<file path="config.mk">
export PLATFORM = sky130hd
export DESIGN_NAME = tts_front
export DESIGN_NICKNAME = d
export VERILOG_FILES = /design/src/rtl/tts_pkg.sv /design/src/rtl/tts_front.sv
export SDC_FILE = /design/constraint.sdc
export NUM_CORES = 1
export LEC_CHECK = 0
export BUFFER_PORTS_ARGS = -buffer_cell sky130_fd_sc_hd__clkbuf_2
export CAP_MARGIN = 20
export CELL_PAD_IN_SITES_DETAIL_PLACEMENT = 1
export CELL_PAD_IN_SITES_GLOBAL_PLACEMENT = 2
export CORE_ASPECT_RATIO = 2
export CORE_MARGIN = 1
export CORE_UTILIZATION = 33
export CTS_BUF_LIST = sky130_fd_sc_hd__clkbuf_2
export DETAILED_ROUTE_END_ITERATION = 8
export HOLD_SLACK_MARGIN = 0.06
export PLACE_DENSITY = 0.87
export SYNTH_ARGS = -nofsm -noshare
export SYNTH_HDL_FRONTEND = slang
export SYNTH_SLANG_ARGS = --single-unit
</file>
<file path="constraint.sdc">
create_clock -name clk_i -period 6.2 [get_ports clk_i]
set_input_delay 0.62 -clock clk_i [delete_from_list [all_inputs] [get_ports clk_i]]
set_output_delay 0.62 -clock clk_i [all_outputs]
set_load 0.02 [all_outputs]
</file>
<file path="src/rtl/tts_pkg.sv">
// ----------------------------------------------------------------------------
// tts_pkg: shared types and constants for the two-triangle slip-rate core
// config layout, queue item, divider request/response and sequencer states
// ----------------------------------------------------------------------------
`default_nettype none

package tts_pkg;

  localparam int unsigned MaxSamplesDef = 64;
  localparam int unsigned SampleBits    = 32;
  localparam int unsigned IterW         = 40;   // width of it0 / it1 / it2
  localparam int unsigned DivW          = 64;
  localparam int unsigned CfgIdxW       = 4;

  localparam logic [63:0] SampleLimit = (SampleBits >= 32) ? 64'h0000_0000_FFFF_FFFF
                                        : ((64'd1 << SampleBits) - 64'd1);

  localparam logic [31:0] RstDt   = 32'd655;
  localparam logic [6:0]  RstNt   = 7'd64;
  localparam logic [15:0] RstDmin = 16'd1024;
  localparam logic [15:0] RstDmax = 16'd1536;
  localparam logic [15:0] RstBd   = 16'd13107;
  localparam logic [15:0] RstBs   = 16'd32768;
  localparam logic [15:0] RstPf   = 16'd6554;
  localparam logic [16:0] RstRs   = 17'd0;

  typedef enum logic [CfgIdxW-1:0] {
    CFG_DT   = 4'd0,
    CFG_NT   = 4'd1,
    CFG_DMIN = 4'd2,
    CFG_DMAX = 4'd3,
    CFG_BD   = 4'd4,
    CFG_BS   = 4'd5,
    CFG_PF   = 4'd6,
    CFG_RS   = 4'd7
  } cfg_idx_e;

  typedef struct packed {
    logic [31:0] dt;
    logic [6:0]  nt;
    logic [15:0] dmin;
    logic [15:0] dmax;
    logic [15:0] bd;
    logic [15:0] bs;
    logic [15:0] pf;
    logic [16:0] rs;
  } cfg_t;

  typedef enum logic [1:0] {
    CLS_DEEP,
    CLS_BAND,
    CLS_SHALLOW
  } cls_e;

  typedef struct packed {
    logic [31:0] slip;
    logic [31:0] rise;
    logic [15:0] depth;
    cls_e        cls;
  } req_t;

  typedef struct packed {
    logic            start;
    logic [DivW-1:0] dividend;
    logic [DivW-1:0] divisor;
  } div_req_t;

  typedef struct packed {
    logic            busy;
    logic [DivW-1:0] quot;
    logic [DivW-1:0] rem;
  } div_rsp_t;

  typedef enum logic [4:0] {
    ST_IDLE,
    ST_CLASS,
    ST_BETA_R,
    ST_RT_R,
    ST_TR,
    ST_IT0,
    ST_IT0_R,
    ST_IT1_R,
    ST_IT2,
    ST_GEN,
    ST_GEN_R,
    ST_TRIM_INIT,
    ST_TRIM_RD,
    ST_TRIM_CHK,
    ST_TRIM_FIX,
    ST_SUM_RD,
    ST_SUM_ACC,
    ST_SUM_DONE,
    ST_F_RD,
    ST_F_SET,
    ST_F_R,
    ST_P,
    ST_Q_R,
    ST_EMIT,
    ST_DSTART,
    ST_DWAIT
  } st_e;

endpackage

`default_nettype wire

</file>
<file path="src/rtl/tts_front.sv">
// ----------------------------------------------------------------------------
// tts_front: request intake
// classifies depth against the blend band and queues two requests
// ----------------------------------------------------------------------------
`default_nettype none

module tts_front (
  input  wire           logic clk_i,
  input  wire           logic rst_ni,
  input  tts_pkg::cfg_t cfg_i,
  input  wire           logic in_valid_i,
  output                logic in_ready_o,
  input  wire           logic [79:0] in_data_i,
  output                logic q_valid_o,
  output tts_pkg::req_t q_item_o,
  input  wire           logic q_pop_i
);
  import tts_pkg::*;

  req_t       slot_q [2];
  logic       wr_ptr_q, rd_ptr_q;
  logic [1:0] cnt_q;
  req_t       item;
  logic       push, pop;

  always_comb begin
    item.slip  = in_data_i[31:0];
    item.rise  = in_data_i[63:32];
    item.depth = in_data_i[79:64];
    if (item.depth >= cfg_i.dmax) begin
      item.cls = CLS_DEEP;
    end else if (item.depth > cfg_i.dmin) begin
      item.cls = CLS_BAND;
    end else begin
      item.cls = CLS_SHALLOW;
    end
  end

  assign in_ready_o = cnt_q != 2'd2;
  assign push       = in_valid_i && in_ready_o;
  assign q_valid_o  = cnt_q != 2'd0;
  assign pop        = q_pop_i && q_valid_o;
  assign q_item_o   = slot_q[rd_ptr_q];

  always_ff @(posedge clk_i) begin
    if (push) begin
      slot_q[wr_ptr_q] <= item;
    end
  end

  always_ff @(posedge clk_i or negedge rst_ni) begin
    if (!rst_ni) begin
      wr_ptr_q <= 1'b0;
      rd_ptr_q <= 1'b0;
      cnt_q    <= 2'd0;
    end else begin
      if (push) wr_ptr_q <= ~wr_ptr_q;
      if (pop)  rd_ptr_q <= ~rd_ptr_q;
      cnt_q <= cnt_q + {1'b0, push} - {1'b0, pop};
    end
  end

endmodule

`default_nettype wire

</file>
==> flow_metrics.py, run 1 <==
metrics = {
    "timing": {
        "finalClockSkew_ns": 0.0303,
        "finalMaxSlewViolations": 0,
        "hold_violations": 0,
        "min_period_ns": 3.09,
        "tns_ns": 0,
        "tightest_slew_ns": 0.630,
        "layout_setup_ws_ns": 3.11,
        "post-route-period-util": 0.498,
        "setup_violations": 0,
        "max_freq_mhz": 324,
        "rsz0062_at_grt": "no",
        "slew_headroom": 0.580,
    },
    "cts": {
        "cts_setup_buffers": 0,
        "cts_buffers": 17,
        "clkTransAtPathRegs_ns": 0.22,
        "clk_latency_ns": 0.73,
        "post_cts_resize_count": 0,
        "ctsHoldBuffers": 83,
        "cts_tree": "built",
        "clockRootBuffer": "clkbuf_2",
        "cts_sinks": 168,
        "clockBufferDepth": 2,
        "htree_num_levels": 4,
    },
    "route": {
        "wl_met2_um": 9040,
        "drt-wirelength-per-cell_um": 17.2,
        "drc": 0,
        "drt_first_iter_violations": 104,
        "num_vias": 4370,
        "vias_per_cell": 4.56,
        "ant_nets": 0,
        "wl_met1_um": 6230,
        "dr.max_layer_used": "met4",
        "firstDrtPassIters": 4,
        "wl_met3_um": 864,
        "drt_wl_total_um": 16500,
    },
    "power": {
        "p_clk_frac": 0.165,
        "swShare": 0.365,
        "peakVddDrop_mv": 0.508,
        "p_per_area_mw_per_mm2": 387,
        "p_seq_frac": 0.461,
        "power_frac_comb": 0.375,
        "intPower_w": 0.00230,
        "p_leak_nw": 3.81,
        "switchingPower_w": 0.00132,
        "total_power_w": 0.00362,
    },
    "outcome": {
        "status": "finished clean",
    },
    "finish": {
        "layout.cells.most_common_list": "clkbuf_2 (217), edfxtp_1 (164), dlygate4sd3_1 (83)",
        "area_growth_pct": 35.6,
        "drive_above_1_share": 0.470,
        "nNetsFinal": 933,
        "finish.utilization": 0.457,
        "design_area_mm2": 0.00936,
        "mostFrequentLayoutCell": "clkbuf_2",
    },
    "worst_setup_path": {
        "arrival_ns": 2.47,
        "path_class": "reg2out",
        "cp_max_fo": 43,
        "required_ns": 5.58,
        "crit_start": "rd_ptr_q",
        "endpoint_kind": "output pin",
        "start_kind": "register",
        "reg2reg_from": "cnt_q[0]",
    },
    "placement": {
        "port_buffers": 199,
        "dpl-instance-area_mm2": 0.00821,
        "dp_slack_ns": 3.74,
        "place.gp.congestion": 0.829,
        "dp_hpwl_um": 10900,
    },
    "global_route": {
        "track_usage": 0.158,
        "first_global_vias": 5044,
        "antenna_found_initial": 1,
        "globalRouteOverflowTotal": 0,
        "grt_max_degree": 84,
        "grt_pass1_wl_um": 25600,
    },
    "yosys": {
        "ys_seq_elements": 168,
        "ys_types": 31,
        "yosysTopAreaCell": "edfxtp_1",
        "yosys.area.top_type_share": 0.714,
        "syn_avg_cell_area_um2": 18.0,
        "netlist_area_mm2": 0.00690,
        "yosysWarnings": 0,
        "synthTopCellsByArea": "edfxtp_1 (71%), mux2_2 (13%), ha_1 (6.2%)",
        "syn_nets": 637,
        "ys_seq_area_frac": 0.728,
        "synth_cells": 383,
    },
    "floorplan": {
        "die_width_um": 104,
        "core.rowCount": 74,
        "ios": 304,
        "die_h_um": 207,
        "start_util": 0.337,
        "core_mm2": 0.0205,
        "dieArea_mm2": 0.0215,
    },
    "worst_hold_path": {
        "hold_start": "q_pop_i",
        "hp-class": "in2reg",
    },
    "run": {
        "cap_violations": 0,
    },
}
sequential cells by signal, summed over array words and instances (netlist names):
signal and flops:
wr_ptr_q 1, slot_q 164, rd_ptr_q 1, cnt_q 2
power by group through the flow:
stage               registers, W  logic (W)  clock network [W]
floorplan                0.00164   0.000910                  0
global placement         0.00174    0.00120                  0
detailed placement       0.00177    0.00123                  0
CTS                      0.00174    0.00128           0.000625
global route             0.00170    0.00145           0.000662
finish                   0.00167    0.00136           0.000597
critical path, cell delays in order (launching register included):
cell      delay, ns
dfrtp_4        0.84
buf_12         0.32
mux2_2         0.40
clkbuf_2       0.16
path summary, 6_finish.rpt:
path                                 end  slack, ns  cells after the start
min in group asynchronous       rd_ptr_q       0.76                      3
hold / removal                  rd_ptr_q       0.21                      3
setup / recovery            q_item_o[64]       3.11                      3
max in group asynchronous       wr_ptr_q       4.80                      4
setup reg to reg           slot_q[0][18]       4.24                      5
hold reg to reg                 cnt_q[1]       0.53                      1
Yosys cell counts:
| cell type | n |
|---|---|
| a211o_1 | 1 |
| a21boi_2 | 1 |
| a21o_1 | 3 |
| a21oi_1 | 12 |
| a21oi_2 | 1 |
| a311oi_1 | 1 |
| and2_1 | 2 |
| and3_1 | 1 |
| buf_2 | 9 |
| dfrtp_1 | 4 |
| edfxtp_1 | 164 |
| ha_1 | 34 |
| inv_1 | 32 |
| mux2_2 | 82 |
| nand2_1 | 4 |
| nand2_2 | 1 |
| nand2b_1 | 2 |
| nand3_1 | 3 |
| nand4_1 | 8 |
| nor2_1 | 3 |
| nor2b_1 | 1 |
| nor3_1 | 2 |
| nor3b_2 | 1 |
| o21a_1 | 1 |
| o21ai_0 | 2 |
| o21ai_1 | 1 |
| o31ai_2 | 1 |
| o41ai_1 | 1 |
| or2_2 | 1 |
| xnor2_1 | 3 |
| xor2_1 | 1 |
cell families after synthesis:
group / count (synthesis) / share of synthesized area
fa+ha+maj: 34 / 0.0616
flops: 168 / 0.728
buf+inv: 41 / 0.0239
compound gates: 25 / 0.0237
simple gates: 29 / 0.0237
xor+xnor: 4 / 0.00508
mux: 82 / 0.134
stage by stage:
step | std cells | hold slack, ns
6_report | 959 | 0.208
3_5_place_dp | 840 | 0.433
2_1_floorplan | 383 | 0.324
5_1_grt | 959 | 0.114
4_1_cts | 955 | 0.0846
3_3_place_gp | 840 | 0.428
metal layers:
layer | up-vias | GRT usage
met5 | - | 0
met4 | 0 | 0.0750
met3 | 21 | 0.0363
met2 | 174 | 0.298
met1 | 2109 | 0.163
li1 | 2066 | -
cell type report:
type | instances | area, um^2
Multi-Input combinational cell | 174 | 1720
Timing Repair Buffer | 286 | 1900
Tap cell | 266 | 333
Clock buffer | 18 | 90.1
Inverter | 32 | 120
Fill cell | 2095 | 11100
Sequential cell | 168 | 5030
Antenna cell | 1 | 2.50
Clock inverter | 14 | 160
No activity file was read; power rests on OpenSTA's default activity.
==> run 2, diff against run 1 <==
--- a/config.mk
+++ b/config.mk
@@ -11,11 +11,11 @@
 export CELL_PAD_IN_SITES_GLOBAL_PLACEMENT = 2
 export CORE_ASPECT_RATIO = 2
 export CORE_MARGIN = 1
-export CORE_UTILIZATION = 33
+export CORE_UTILIZATION = 29
 export CTS_BUF_LIST = sky130_fd_sc_hd__clkbuf_2
 export DETAILED_ROUTE_END_ITERATION = 8
 export HOLD_SLACK_MARGIN = 0.06
-export PLACE_DENSITY = 0.87
+export PLACE_DENSITY = 0.81
 export SYNTH_ARGS = -nofsm -noshare
 export SYNTH_HDL_FRONTEND = slang
 export SYNTH_SLANG_ARGS = --single-unit
==> constraint.sdc (replaced) <==
create_clock -name clk_i -period 2.5 [get_ports clk_i]
set_input_delay 0.25 -clock clk_i [delete_from_list [all_inputs] [get_ports clk_i]]
set_output_delay 0.25 -clock clk_i [all_outputs]
set_load 0.02 [all_outputs]
==> flow_metrics.py, run 2 (synthesis results as in run 1) <==
metrics = {
    "outcome": {
        "status": "finished, violations left",
        "violations": "DRC",
    },
    "timing": {
        "slew_headroom": 0.615,
        "min_period_ns": 2.44,
        "layout_setup_ws_ns": 0.0620,
        "setup_violations": 0,
        "tightest_slew_ns": 0.577,
        "max_freq_mhz": 410,
        "finalClockSkew_ns": 0.0178,
        "hold_ws_ns": 0.176,
        "rsz0062_at_grt": "yes",
        "hold_violations": 0,
        "post-route-period-util": 0.975,
        "finalMaxSlewViolations": 0,
    },
    "global_route": {
        "first_global_vias": 5593,
        "grt_pass1_wl_um": 30100,
        "track_usage": 0.167,
        "antenna_found_initial": 2,
        "globalRouteOverflowTotal": 0,
        "grt_max_degree": 83,
    },
    "cts": {
        "clockRootBuffer": "clkbuf_2",
        "cts_tree": "built",
        "cts_buffers": 17,
        "clockBufferDepth": 2,
        "cts_sinks": 168,
        "clk_latency_ns": 0.83,
        "clkTransAtPathRegs_ns": 0.23,
        "htree_num_levels": 4,
    },
    "finish": {
        "area_growth_pct": 49.6,
        "largest_reg_flops": 164,
        "nFillCells": 2381,
        "top_register": "slot_q",
        "layout.cells.most_common_list": "clkbuf_2 (171), edfxtp_1 (164), dlygate4sd3_1 (150)",
        "top_regs": "slot_q: 164 flops, cnt_q: 2 flops",
        "drive_above_1_share": 0.435,
        "mostFrequentLayoutCell": "clkbuf_2",
        "nNetsFinal": 1009,
        "finish.utilization": 0.443,
    },
    "route": {
        "num_vias": 4809,
        "firstDrtPassIters": 6,
        "drt_wl_total_um": 20000,
        "drt_first_iter_violations": 180,
        "drc": 28,
        "vias_per_cell": 4.56,
        "drt-wirelength-per-cell_um": 19.0,
        "ant_nets": 0,
    },
    "placement": {
        "dp_hpwl_um": 11600,
        "port_buffers": 199,
        "dp_slack_ns": 0.341,
        "place.gp.congestion": 0.808,
    },
    "worst_setup_path": {
        "path_class": "reg2out",
        "arrival_ns": 2.19,
        "endpoint_kind": "output pin",
        "cpPeakStageDelay_ns": 0.49,
        "slowest_stage": "dfrtp_4",
        "required_ns": 2.25,
        "path_cells": "buf_12, buf_16, mux2_2, buf_2",
        "cp_max_fo": 12,
        "start_kind": "register",
    },
    "worst_hold_path": {
        "hp-class": "in2reg",
    },
    "run": {
        "cap_violations": 0,
    },
    "floorplan": {
        "core_mm2": 0.0233,
        "ios": 304,
        "core.rowCount": 79,
        "start_util": 0.296,
        "dieArea_mm2": 0.0245,
        "die_h_um": 220,
        "die_width_um": 111,
    },
    "power": {
        "p_per_area_mw_per_mm2": 940,
        "peakVddDrop_mv": 0.423,
        "p_leak_nw": 4.19,
    },
}
==> run 2: area by class of cell <==
class                           count  area [um^2]  area share
Inverter                           32          120      0.0116
Timing Repair Buffer              362         2850       0.276
Clock buffer                       18         90.1     0.00872
Clock inverter                     14          150      0.0145
Multi-Input combinational cell    174         1730       0.168
Antenna cell                        3         7.51    0.000727
Tap cell                          283          354      0.0343
Sequential cell                   168         5030       0.487
==> run 2: path summary, 6_finish.rpt <==
| path | from | to | slack (ns) | depth (start not counted) |
|---|---|---|---|---|
| setup / recovery | rd_ptr_q | q_item_o[44] | 0.06 | 4 |
| hold / removal | in_data_i[57] | slot_q[0][43] | 0.18 | 2 |
| setup reg to reg | cnt_q[1] | cnt_q[1] | 0.65 | 7 |
| hold reg to reg | cnt_q[1] | cnt_q[1] | 0.54 | 1 |
| max in group asynchronous | rst_ni | rd_ptr_q | 1.98 | 3 |
| min in group asynchronous | rst_ni | wr_ptr_q | 0.31 | 3 |
==> run 2: worst max-delay path: cells and delay by family, from the launching register on <==
family	cells	cell delay [ns]
buffers and inverters	3	0.50
flip-flops	1	0.49
multiplexers	1	0.36
==> run 2: metal layers <==
metal / GRT usage / vias to the layer above / wire, um
li1: - / 2216 / -
met1: 0.161 / 2377 / 6980
met2: 0.323 / 183 / 11300
met3: 0.0477 / 33 / 1160
met4: 0.0820 / 0 / 581
met5: 0 / - / 0
==> run 2: per-stage QoR <==
stage | setup TNS, ns | instances | power [W] | area (um^2)
after floorplan | 0 | 383 | 0.00629 | 6910
after CTS | -3.59 | 1049 | 0.00954 | 10200
after global routing | -6.42 | 1054 | 0.0102 | 10300
after global placement | 0 | 860 | 0.00738 | 8290
after detailed placement | 0 | 860 | 0.00755 | 8290
final | 0 | 1054 | 0.00971 | 10300
==> run 2: timing repair <==
action / in CTS / in global routing
endpoints found under the hold margin: 233 / 0
hold buffers: 150 / 0
setup endpoints to repair: 82 / 70
pin swaps: 0 / 0
gates resized for setup: 12 / 74
cloned: 2 / 2
setup buffers: 5 / 0
==> run 2: power breakdown <==
group | internal, W | switching (W) | total (W)
clock network | 0.000470 | 0.000989 | 0.00146
registers | 0.00385 | 0.000173 | 0.00402
logic | 0.00188 | 0.00235 | 0.00423
