[src/rtl/tts_pkg.sv]
// ----------------------------------------------------------------------------
// tts_pkg: shared types and constants for the two-triangle slip-rate core
// config layout, queue item, divider request/response and sequencer states
// ----------------------------------------------------------------------------
`default_nettype none

package tts_pkg;

  localparam int unsigned MaxSamplesDef = 64;
  localparam int unsigned SampleBits    = 32;
  localparam int unsigned IterW         = 40;   // width of it0 / it1 / it2
  localparam int unsigned DivW          = 64;
  localparam int unsigned CfgIdxW       = 4;

  localparam logic [63:0] SampleLimit = (SampleBits >= 32) ? 64'h0000_0000_FFFF_FFFF
                                        : ((64'd1 << SampleBits) - 64'd1);

  localparam logic [31:0] RstDt   = 32'd655;
  localparam logic [6:0]  RstNt   = 7'd64;
  localparam logic [15:0] RstDmin = 16'd1024;
  localparam logic [15:0] RstDmax = 16'd1536;
  localparam logic [15:0] RstBd   = 16'd13107;
  localparam logic [15:0] RstBs   = 16'd32768;
  localparam logic [15:0] RstPf   = 16'd6554;
  localparam logic [16:0] RstRs   = 17'd0;

  typedef enum logic [CfgIdxW-1:0] {
    CFG_DT   = 4'd0,
    CFG_NT   = 4'd1,
    CFG_DMIN = 4'd2,
    CFG_DMAX = 4'd3,
    CFG_BD   = 4'd4,
    CFG_BS   = 4'd5,
    CFG_PF   = 4'd6,
    CFG_RS   = 4'd7
  } cfg_idx_e;

  typedef struct packed {
    logic [31:0] dt;
    logic [6:0]  nt;
    logic [15:0] dmin;
    logic [15:0] dmax;
    logic [15:0] bd;
    logic [15:0] bs;
    logic [15:0] pf;
    logic [16:0] rs;
  } cfg_t;

  typedef enum logic [1:0] {
    CLS_DEEP,
    CLS_BAND,
    CLS_SHALLOW
  } cls_e;

  typedef struct packed {
    logic [31:0] slip;
    logic [31:0] rise;
    logic [15:0] depth;
    cls_e        cls;
  } req_t;

  typedef struct packed {
    logic            start;
    logic [DivW-1:0] dividend;
    logic [DivW-1:0] divisor;
  } div_req_t;

  typedef struct packed {
    logic            busy;
    logic [DivW-1:0] quot;
    logic [DivW-1:0] rem;
  } div_rsp_t;

  typedef enum logic [4:0] {
    ST_IDLE,
    ST_CLASS,
    ST_BETA_R,
    ST_RT_R,
    ST_TR,
    ST_IT0,
    ST_IT0_R,
    ST_IT1_R,
    ST_IT2,
    ST_GEN,
    ST_GEN_R,
    ST_TRIM_INIT,
    ST_TRIM_RD,
    ST_TRIM_CHK,
    ST_TRIM_FIX,
    ST_SUM_RD,
    ST_SUM_ACC,
    ST_SUM_DONE,
    ST_F_RD,
    ST_F_SET,
    ST_F_R,
    ST_P,
    ST_Q_R,
    ST_EMIT,
    ST_DSTART,
    ST_DWAIT
  } st_e;

endpackage

`default_nettype wire

[src/rtl/tts_div.sv]
// ----------------------------------------------------------------------------
// tts_div: shared restoring divider
// one quotient bit per cycle, quotient and remainder held after completion
// ----------------------------------------------------------------------------
`default_nettype none

module tts_div (
  input  wire                logic clk_i,
  input  wire                logic rst_ni,
  input  tts_pkg::div_req_t  req_i,
  output tts_pkg::div_rsp_t  rsp_o
);
  import tts_pkg::*;

  localparam int unsigned CntW = $clog2(DivW);

  logic            busy_q;
  logic [CntW-1:0] cnt_q;
  logic [DivW-1:0] quo_q, acc_q, dvs_q;
  logic [DivW:0]   shifted;
  logic            fits;

  assign shifted = {acc_q, quo_q[DivW-1]};
  assign fits    = shifted >= {1'b0, dvs_q};

  always_ff @(posedge clk_i or negedge rst_ni) begin
    if (!rst_ni) begin
      busy_q <= 1'b0;
      cnt_q  <= '0;
    end else if (req_i.start) begin
      busy_q <= 1'b1;
      cnt_q  <= '0;
    end else if (busy_q) begin
      cnt_q <= cnt_q + 1'b1;
      if (cnt_q == CntW'(DivW - 1)) begin
        busy_q <= 1'b0;
      end
    end
  end

  always_ff @(posedge clk_i) begin
    if (req_i.start) begin
      acc_q <= '0;
      quo_q <= req_i.dividend;
      dvs_q <= req_i.divisor;
    end else if (busy_q) begin
      quo_q <= {quo_q[DivW-2:0], fits};
      acc_q <= fits ? DivW'(shifted - {1'b0, dvs_q}) : DivW'(shifted);
    end
  end

  assign rsp_o.busy = busy_q;
  assign rsp_o.quot = quo_q;
  assign rsp_o.rem  = acc_q;

endmodule

`default_nettype wire

[config.mk]
export PLATFORM = sky130hd
export DESIGN_NAME = tts_div
export DESIGN_NICKNAME = d
export VERILOG_FILES = /design/src/rtl/tts_pkg.sv /design/src/rtl/tts_div.sv
export SDC_FILE = /design/constraint.sdc
export NUM_CORES = 1
export LEC_CHECK = 0
export ABC_AREA = 1
export ABC_CLOCK_PERIOD_IN_PS = 5100
export CAP_MARGIN = 25
export CORE_ASPECT_RATIO = 0.7
export CORE_UTILIZATION = 50
export CTS_BUF_LIST = sky130_fd_sc_hd__clkbuf_16
export DETAILED_ROUTE_END_ITERATION = 16
export DONT_BUFFER_PORTS = 1
export GPL_TIMING_DRIVEN = 1
export PLACE_DENSITY_LB_ADDON = 0.12
export SKIP_CTS_REPAIR_TIMING = 1
export SYNTH_ARGS = -nofsm -noshare
export SYNTH_HDL_FRONTEND = slang
export SYNTH_SLANG_ARGS = --single-unit
[constraint.sdc]
create_clock -name clk_i -period 5.1 [get_ports clk_i]
set_input_delay 0.51 -clock clk_i [delete_from_list [all_inputs] [get_ports clk_i]]
set_output_delay 0.51 -clock clk_i [all_outputs]
set_load 0.1 [all_outputs]
==> results_dict.tcl, run 1 <==
set metrics [dict create \
    drc 0 \
    post-route-min-period_ns 3.348 \
    wire_per_inst_um 18.29 \
    die_w_um 205.1 \
    busiest_layer "met1" \
    gp_congestion 0.9998 \
    htreeDepth 4 \
    grtUsageTotal_pct 32.01 \
    min_period_over_period_pct 65.64 \
    overflow 0 \
    leakagePower_nw 8.749 \
    syn_avg_cell_area_um2 6.623 \
    finalPower_mw 4.111 \
    wl_mm 47.77 \
    criticalPathCategory "reg2reg" \
    clk_pin_slew_ns 0.08 \
    grt_pass1_wl_mm 70.22 \
    fin_hold_ws_ns 0.1215 \
    synth-edff-count 128 \
    worstMarginPinSlew_ns 1.074 \
    synth_fp_nets 2377 \
    cts_sinks 199 \
    power_density_mw_per_mm2 260.0 \
    regArea_mm2 0.005300 \
    final_cells 2611 \
    cp_max_fo 64 \
    final_cell_mix "nand2_1, inv_1, nand3_1" \
    slew_viol_final 0 \
    grt_start_max_net_pins 131 \
    cts_inserted_buffers 17 \
    finClkSkew_ns 0.01590 \
    pin_count 260 \
    ys.flop_type "edfxtp_1" \
    multi_input_area_mm2 0.007154 \
    ys_seq_elements 199 \
    hold_class "in2reg" \
    rsz0062_at_grt "false" \
    antenna_found_initial 1 \
    cp.arrival_ns 3.70 \
    hp-start "req_i[128]" \
    worstReg2RegStart "acc_q[51]$_SDFFE_PP0P_" \
    grt_pass1_vias 12190 \
    fin_nets 2422 \
    cts_tree "built" \
    cts.path.max_buffers 2 \
    setup_violations 0 \
    die_area_mm2 0.02957 \
    crit_path_start "acc_q[51]$_SDFFE_PP0P_" \
    vias_per_cell 5.204 \
    yosys_warnings 0 \
    fin_util_pct 56.31 \
    drv_cap 0 \
    drive_above_1_share_pct 8.043 \
    ys_types 40 \
    setup_tns_ns 0 \
    layout_commonest_cell "nand2_1" \
    dp_cells 2575 \
    gr-usage-met3_pct 10.18 \
    hold_viol 0 \
    vdd_drop_max_mv 0.1962 \
    vias 13590 \
    drt_iter0_drc 1223 \
    outcome "complete, no violations" \
    first_pass_iters 5 \
    insertion_delay_ns 0.47 \
    maxSlewHeadroom_pct 28.29 \
    crit_path_start_kind "register" \
    rows 51 \
    placeableCoreArea_mm2 0.02808 \
    syn_inst 2180 \
    clockRootBuffer "clkbuf_16" \
    port_buffers 0 \
    dieHeight_um 144.2 \
    synthToLayoutAreaGrowth_pct 9.515 \
    r2r_slack_ns 1.75 \
    antenna_left 0 \
    max_freq_mhz 298.7 \
    synth_area_mm2 0.01444 \
    use_met2_pct 41.70 \
    critPathRequiredTime_ns 5.45 \
    fill_cells 2827 \
    use_met1_pct 49.41 \
    initial_core_util_pct 51.42 \
    dp_hpwl_mm 38.27 \
    yosysSeqAreaShare_pct 36.71 \
    cp-end-kind "register" \
    async_reset_ff_share_pct 3.518 \
]
## metrics by stage
step	area, um^2	setup WS, ns
finish	15810	1.752
global route	15810	1.526
CTS	15770	1.826
detailed placement	15150	1.838
global placement	15130	1.796
floorplan	14440	1.970
## critical path: stages (launching register included)
cell and delay, ns:
dfxtp_1 0.30, buf_4 0.23, ha_1 0.44, nand2_1 0.14, nor2_1 0.27, nand2_1 0.24
nor3_1 0.31, nand2_1 0.09, nand2_1 0.11, nor2_4 0.05, nand2_4 0.56, nand2_1 0.22
nand3_1 0.14, o21ai_1 0.08
## report_power, final
group | switching, mW | leakage, nW | internal (mW)
Combinational | 0.344 | 6.52 | 0.147
Sequential | 0.391 | 1.94 | 1.82
Clock | 0.730 | 0.296 | 0.677
## flip-flops by register name, indices dropped and copies added, names as in the netlist
signal  flops
dvs_q      64
busy_q      1
cnt_q       6
acc_q      64
quo_q      64
## per-layer routing
layer  vias to the layer above  share of wire [%]
li1                       6748                  -
met1                      6268                 49
met2                       533                 38
met3                        37                 11
met4                         2                1.3
met5                         -               0.26
## worst paths after layout
| kind | endpoint | cells past startpoint |
|---|---|---|
| min | cnt_q[0]$_DFFE_PN0P_ | 1 |
| max in group asynchronous | cnt_q[5]$_DFFE_PN0P_ | 1 |
| min in group asynchronous | cnt_q[4]$_DFFE_PN0P_ | 1 |
| max reg2reg | acc_q[19]$_SDFFE_PP0P_ | 13 |
| max | acc_q[19]$_SDFFE_PP0P_ | 13 |
| min reg2reg | cnt_q[5]$_DFFE_PN0P_ | 1 |
## kinds of logic after synthesis
kind of cell / count (synthesis) / synth area share (%)
XOR/XNOR: 31 / 1.881
AND/OR/NAND/NOR: 1285 / 37.89
buffers and inverters: 495 / 13.75
adder cells (fa/ha/maj): 66 / 5.772
flip-flops: 199 / 36.71
AO/OA/AOI/OAI: 104 / 3.995
## cell usage after synthesis (4+ instances only)
master | n | share of area, %
inv_2 | 9 | 0.23
o21ai_1 | 19 | 0.66
nor2_2 | 13 | 0.56
dfxtp_1 | 64 | 8.9
ha_1 | 65 | 5.6
edfxtp_1 | 128 | 27
nor2_1 | 108 | 2.8
o21ai_0 | 22 | 0.76
nand2_1 | 903 | 23
o21bai_1 | 7 | 0.36
inv_1 | 436 | 11
buf_6 | 12 | 0.94
dfrtp_1 | 7 | 1.2
nand3_1 | 140 | 4.9
nand4_1 | 18 | 0.78
nor2_4 | 8 | 0.62
xnor2_1 | 29 | 1.8
a21oi_1 | 47 | 1.6
buf_2 | 6 | 0.21
nand3b_1 | 31 | 1.6
nand3_2 | 17 | 1.2
nor3_1 | 17 | 0.59
and2_1 | 4 | 0.17
clkbuf_1 | 22 | 0.57
nand2_2 | 19 | 0.82
buf_4 | 8 | 0.42
## final cells by class
cell class	instances	share of cell area [%]
Antenna cell	2	0.03165
Clock buffer	17	2.691
Clock inverter	15	1.219
Inverter	447	10.62
Multi-Input combinational cell	1486	45.25
Sequential cell	199	33.52
Tap cell	371	2.936
Timing Repair Buffer	74	3.735
Power figures use the tool's default switching activity.
==> run 2: changes to the inputs <==
ABC_AREA = 0   (was 1)
ABC_CLOCK_PERIOD_IN_PS = 2850   (was 5100)
clock period = 2.85 ns   (was 5.1 ns; I/O delays follow)
==> run 2 against run 1 <==
  * The flow now finishes with violations (negative setup slack)
  * Sequential share of layout area fell by 2.5 points
  * Clock skew rose by 0.0064 ns
  * Setup slack got worse by 2.1 ns
  * Register-to-register slack got worse by 2.1 ns
  * Routed wire length fell by 15%
  * Via count fell by 18%
  * Sequential power rose by 130%
  * Non-clock buffer count rose by 318
  * Critical path type unchanged
  * Highest routed layer is now met4
  * First-iteration DRC count fell by 18%
==> results_dict.tcl, run 2 <==
set metrics [dict create \
    crit_path_start_kind "register" \
    vdd_drop_max_mv 0.6819 \
    fin_util_pct 76.20 \
    hold_viol 0 \
    setup_violations 65 \
    vias 11160 \
    synth_top_family_by_area "compound AO/OA/AOI/OAI gates" \
    max_freq_mhz 310.2 \
    synth_area_leaders "edfxtp_1, dfxtp_1, ha_1" \
    path_cells "inv_1 -> ha_2 -> fa_2 -> nand2b_4 -> a211oi_4 -> o21a_1 -> o21a_1 -> o21ai_0 -> o21ai_0 -> xnor2_1 -> nor2_1 -> a21oi_1 -> o21ai_0" \
    cp_max_fo 3 \
    overflow 0 \
    post_synth_and_or_nand_nor_area_fraction_pct 12.46 \
    final_cell_mix "buf_4, edfxtp_1, a21oi_1" \
    drt_iter0_drc 998 \
    worst-path-buf-inv 1 \
    fill_cells 1526 \
    critPathMaxStageDelay_ns 0.56 \
    reg_top3 "acc_q: 64 flops, dvs_q: 64 flops, quo_q: 64 flops" \
    cp_top_family "compound AO/OA/AOI/OAI gates" \
    worstMarginPinSlew_ns 0.9675 \
    rows 46 \
    die_area_mm2 0.02452 \
    hold_class "in2reg" \
    syn_avg_cell_area_um2 9.656 \
    violations "negative setup slack" \
    synth_fp_nets 1434 \
    drc 0 \
    ys_seq_elements 199 \
    insertion_delay_ns 0.46 \
    layout_commonest_cell "buf_4" \
    clockRootBuffer "clkbuf_16" \
    clk_pin_slew_ns 0.09 \
    slew_viol_final 0 \
    rr_worst_depth 13 \
    placeableCoreArea_mm2 0.02302 \
    grt_pass1_vias 9894 \
    synth.top_cell.area_share_pct 32.18 \
    whs_path_depth 1 \
    post-route-min-period_ns 3.224 \
    cp_slowest_cell "o21ai_0" \
    final_cell_area_mm2 0.01754 \
    outcome "finished, violations left" \
    synth-edff-count 128 \
    ys_types 79 \
    cp_num_cells 13 \
    synthAdderAreaFrac_pct 6.977 \
    dieHeight_um 131.3 \
    power_density_mw_per_mm2 1317 \
    yosysMostFrequentCell "a21oi_1" \
    gp_congestion 0.9360 \
    synthToLayoutAreaGrowth_pct 46.87 \
    drive_above_1_share_pct 43.95 \
    maxSlewHeadroom_pct 35.50 \
    syn_inst 1237 \
    dpl_worst_slack_ns -0.4509 \
    cp.arrival_ns 3.56 \
    dp_hpwl_mm 26.27 \
    antenna_found_initial 1 \
    post_dp_cell_area_mm2 0.01438 \
    yosys_warnings 0 \
    rsz0062_at_grt "true" \
    grtUsageTotal_pct 28.45 \
    cts_tree "built" \
    fin_nets 1770 \
    synthMuxAreaShare_pct 6.715 \
    grt_pass1_wl_mm 54.87 \
    critPathRequiredTime_ns 3.19 \
    initial_core_util_pct 51.88 \
    cts_sinks 199 \
    cp-end-kind "register" \
    synth_compound_area_share_pct 19.84 \
    path_common_cell "o21ai_0" \
    wl_mm 40.80 \
    wire_per_inst_um 21.48 \
    finClkSkew_ns 0.02230 \
    criticalPathCategory "reg2reg" \
    cts.path.max_buffers 2 \
    pin_count 260 \
    grt_start_max_net_pins 183 \
    htreeDepth 4 \
    port_buffers 0 \
    ys.flop_type "edfxtp_1" \
    first_pass_iters 6 \
    yosys.area.top_type "edfxtp_1" \
    fin_hold_ws_ns 0.04618 \
    antenna_left 0 \
    synth_xor_area_share_pct 3.886 \
    synth_area_mm2 0.01194 \
    finalWorstSetupSlack_ns -0.3741 \
    leakagePower_nw 7.434 \
    yosysSeqAreaShare_pct 44.37 \
    yosys-top-cells-count "a21oi_1, edfxtp_1, nor2_1" \
    min_period_over_period_pct 113.1 \
    async_reset_ff_share_pct 3.518 \
    drv_cap 0 \
    cts_inserted_buffers 17 \
    vias_per_cell 5.878 \
    die_w_um 186.7 \
]
run 2: cell type report:
cell class | instances | area (um^2) | area share [%]
clock inverters | 15 | 150.1 | 0.8559
clock buffers | 17 | 425.4 | 2.425
flip-flops and latches | 199 | 5439 | 31.01
inverters | 91 | 346.6 | 1.976
repair buffers | 392 | 3445 | 19.64
multi-input cells | 872 | 7343 | 41.86
well taps | 312 | 390.4 | 2.225
diodes | 1 | 2.502 | 0.01427
run 2: kinds of logic after synthesis:
kind of cell | Yosys count
xor+xnor | 53
fa+ha+maj | 66
simple gates | 323
flops | 199
compound gates | 357
buf+inv | 167
mux | 72
run 2: report_power, final:
part	leakage, nW	switching, mW	total (mW)	internal (mW)
Sequential	1.95	1.20	5.06	3.86
Clock	0.286	1.23	2.46	1.23
Combinational	5.20	9.40	15.6	6.19
run 2: path summary, 6_finish.rpt:
check                                         end                  from  slack, ns
min                           quo_q[32]$_DFFE_PP_             req_i[96]       0.05
min in group asynchronous    cnt_q[2]$_DFFE_PN0P_                rst_ni       0.17
max                        acc_q[12]$_SDFFE_PP0P_   quo_q[63]$_DFFE_PP_      -0.37
min reg2reg                      busy_q$_DFF_PN0_  cnt_q[5]$_DFFE_PN0P_       0.64
max reg2reg                acc_q[12]$_SDFFE_PP0P_   quo_q[63]$_DFFE_PP_      -0.37
max in group asynchronous        busy_q$_DFF_PN0_                rst_ni       2.38
run 2: metrics by stage:
step / cells / TNS [ns] / total power, mW
CTS: 1788 / -24.10 / 19.67
finish: 1899 / -14.24 / 23.11
global route: 1899 / -19.77 / 24.01
global placement: 1756 / -15.13 / 17.12
detailed placement: 1756 / -21.41 / 17.17
floorplan: 1237 / -21.06 / 13.08
run 2: metal layers:
metal | global-route usage, % | vias up | wire length [um]
li1 | - | 5173 | -
met1 | 43.54 | 5386 | 18480
met2 | 37.79 | 547 | 17440
met3 | 9.722 | 57 | 4254
met4 | 6.284 | 0 | 627
met5 | 0 | - | 0
run 2: worst reg2reg max path, delay by kind of cell (launching register included):
| family | cells | cell delay (ns) |
|---|---|---|
| flip-flops | 1 | 0.41 |
| buffers and inverters | 1 | 0.09 |
| AO/OA/AOI/OAI | 7 | 1.64 |
| XOR/XNOR | 1 | 0.30 |
| adder cells (fa/ha/maj) | 2 | 0.42 |
| AND/OR/NAND/NOR | 2 | 0.25 |
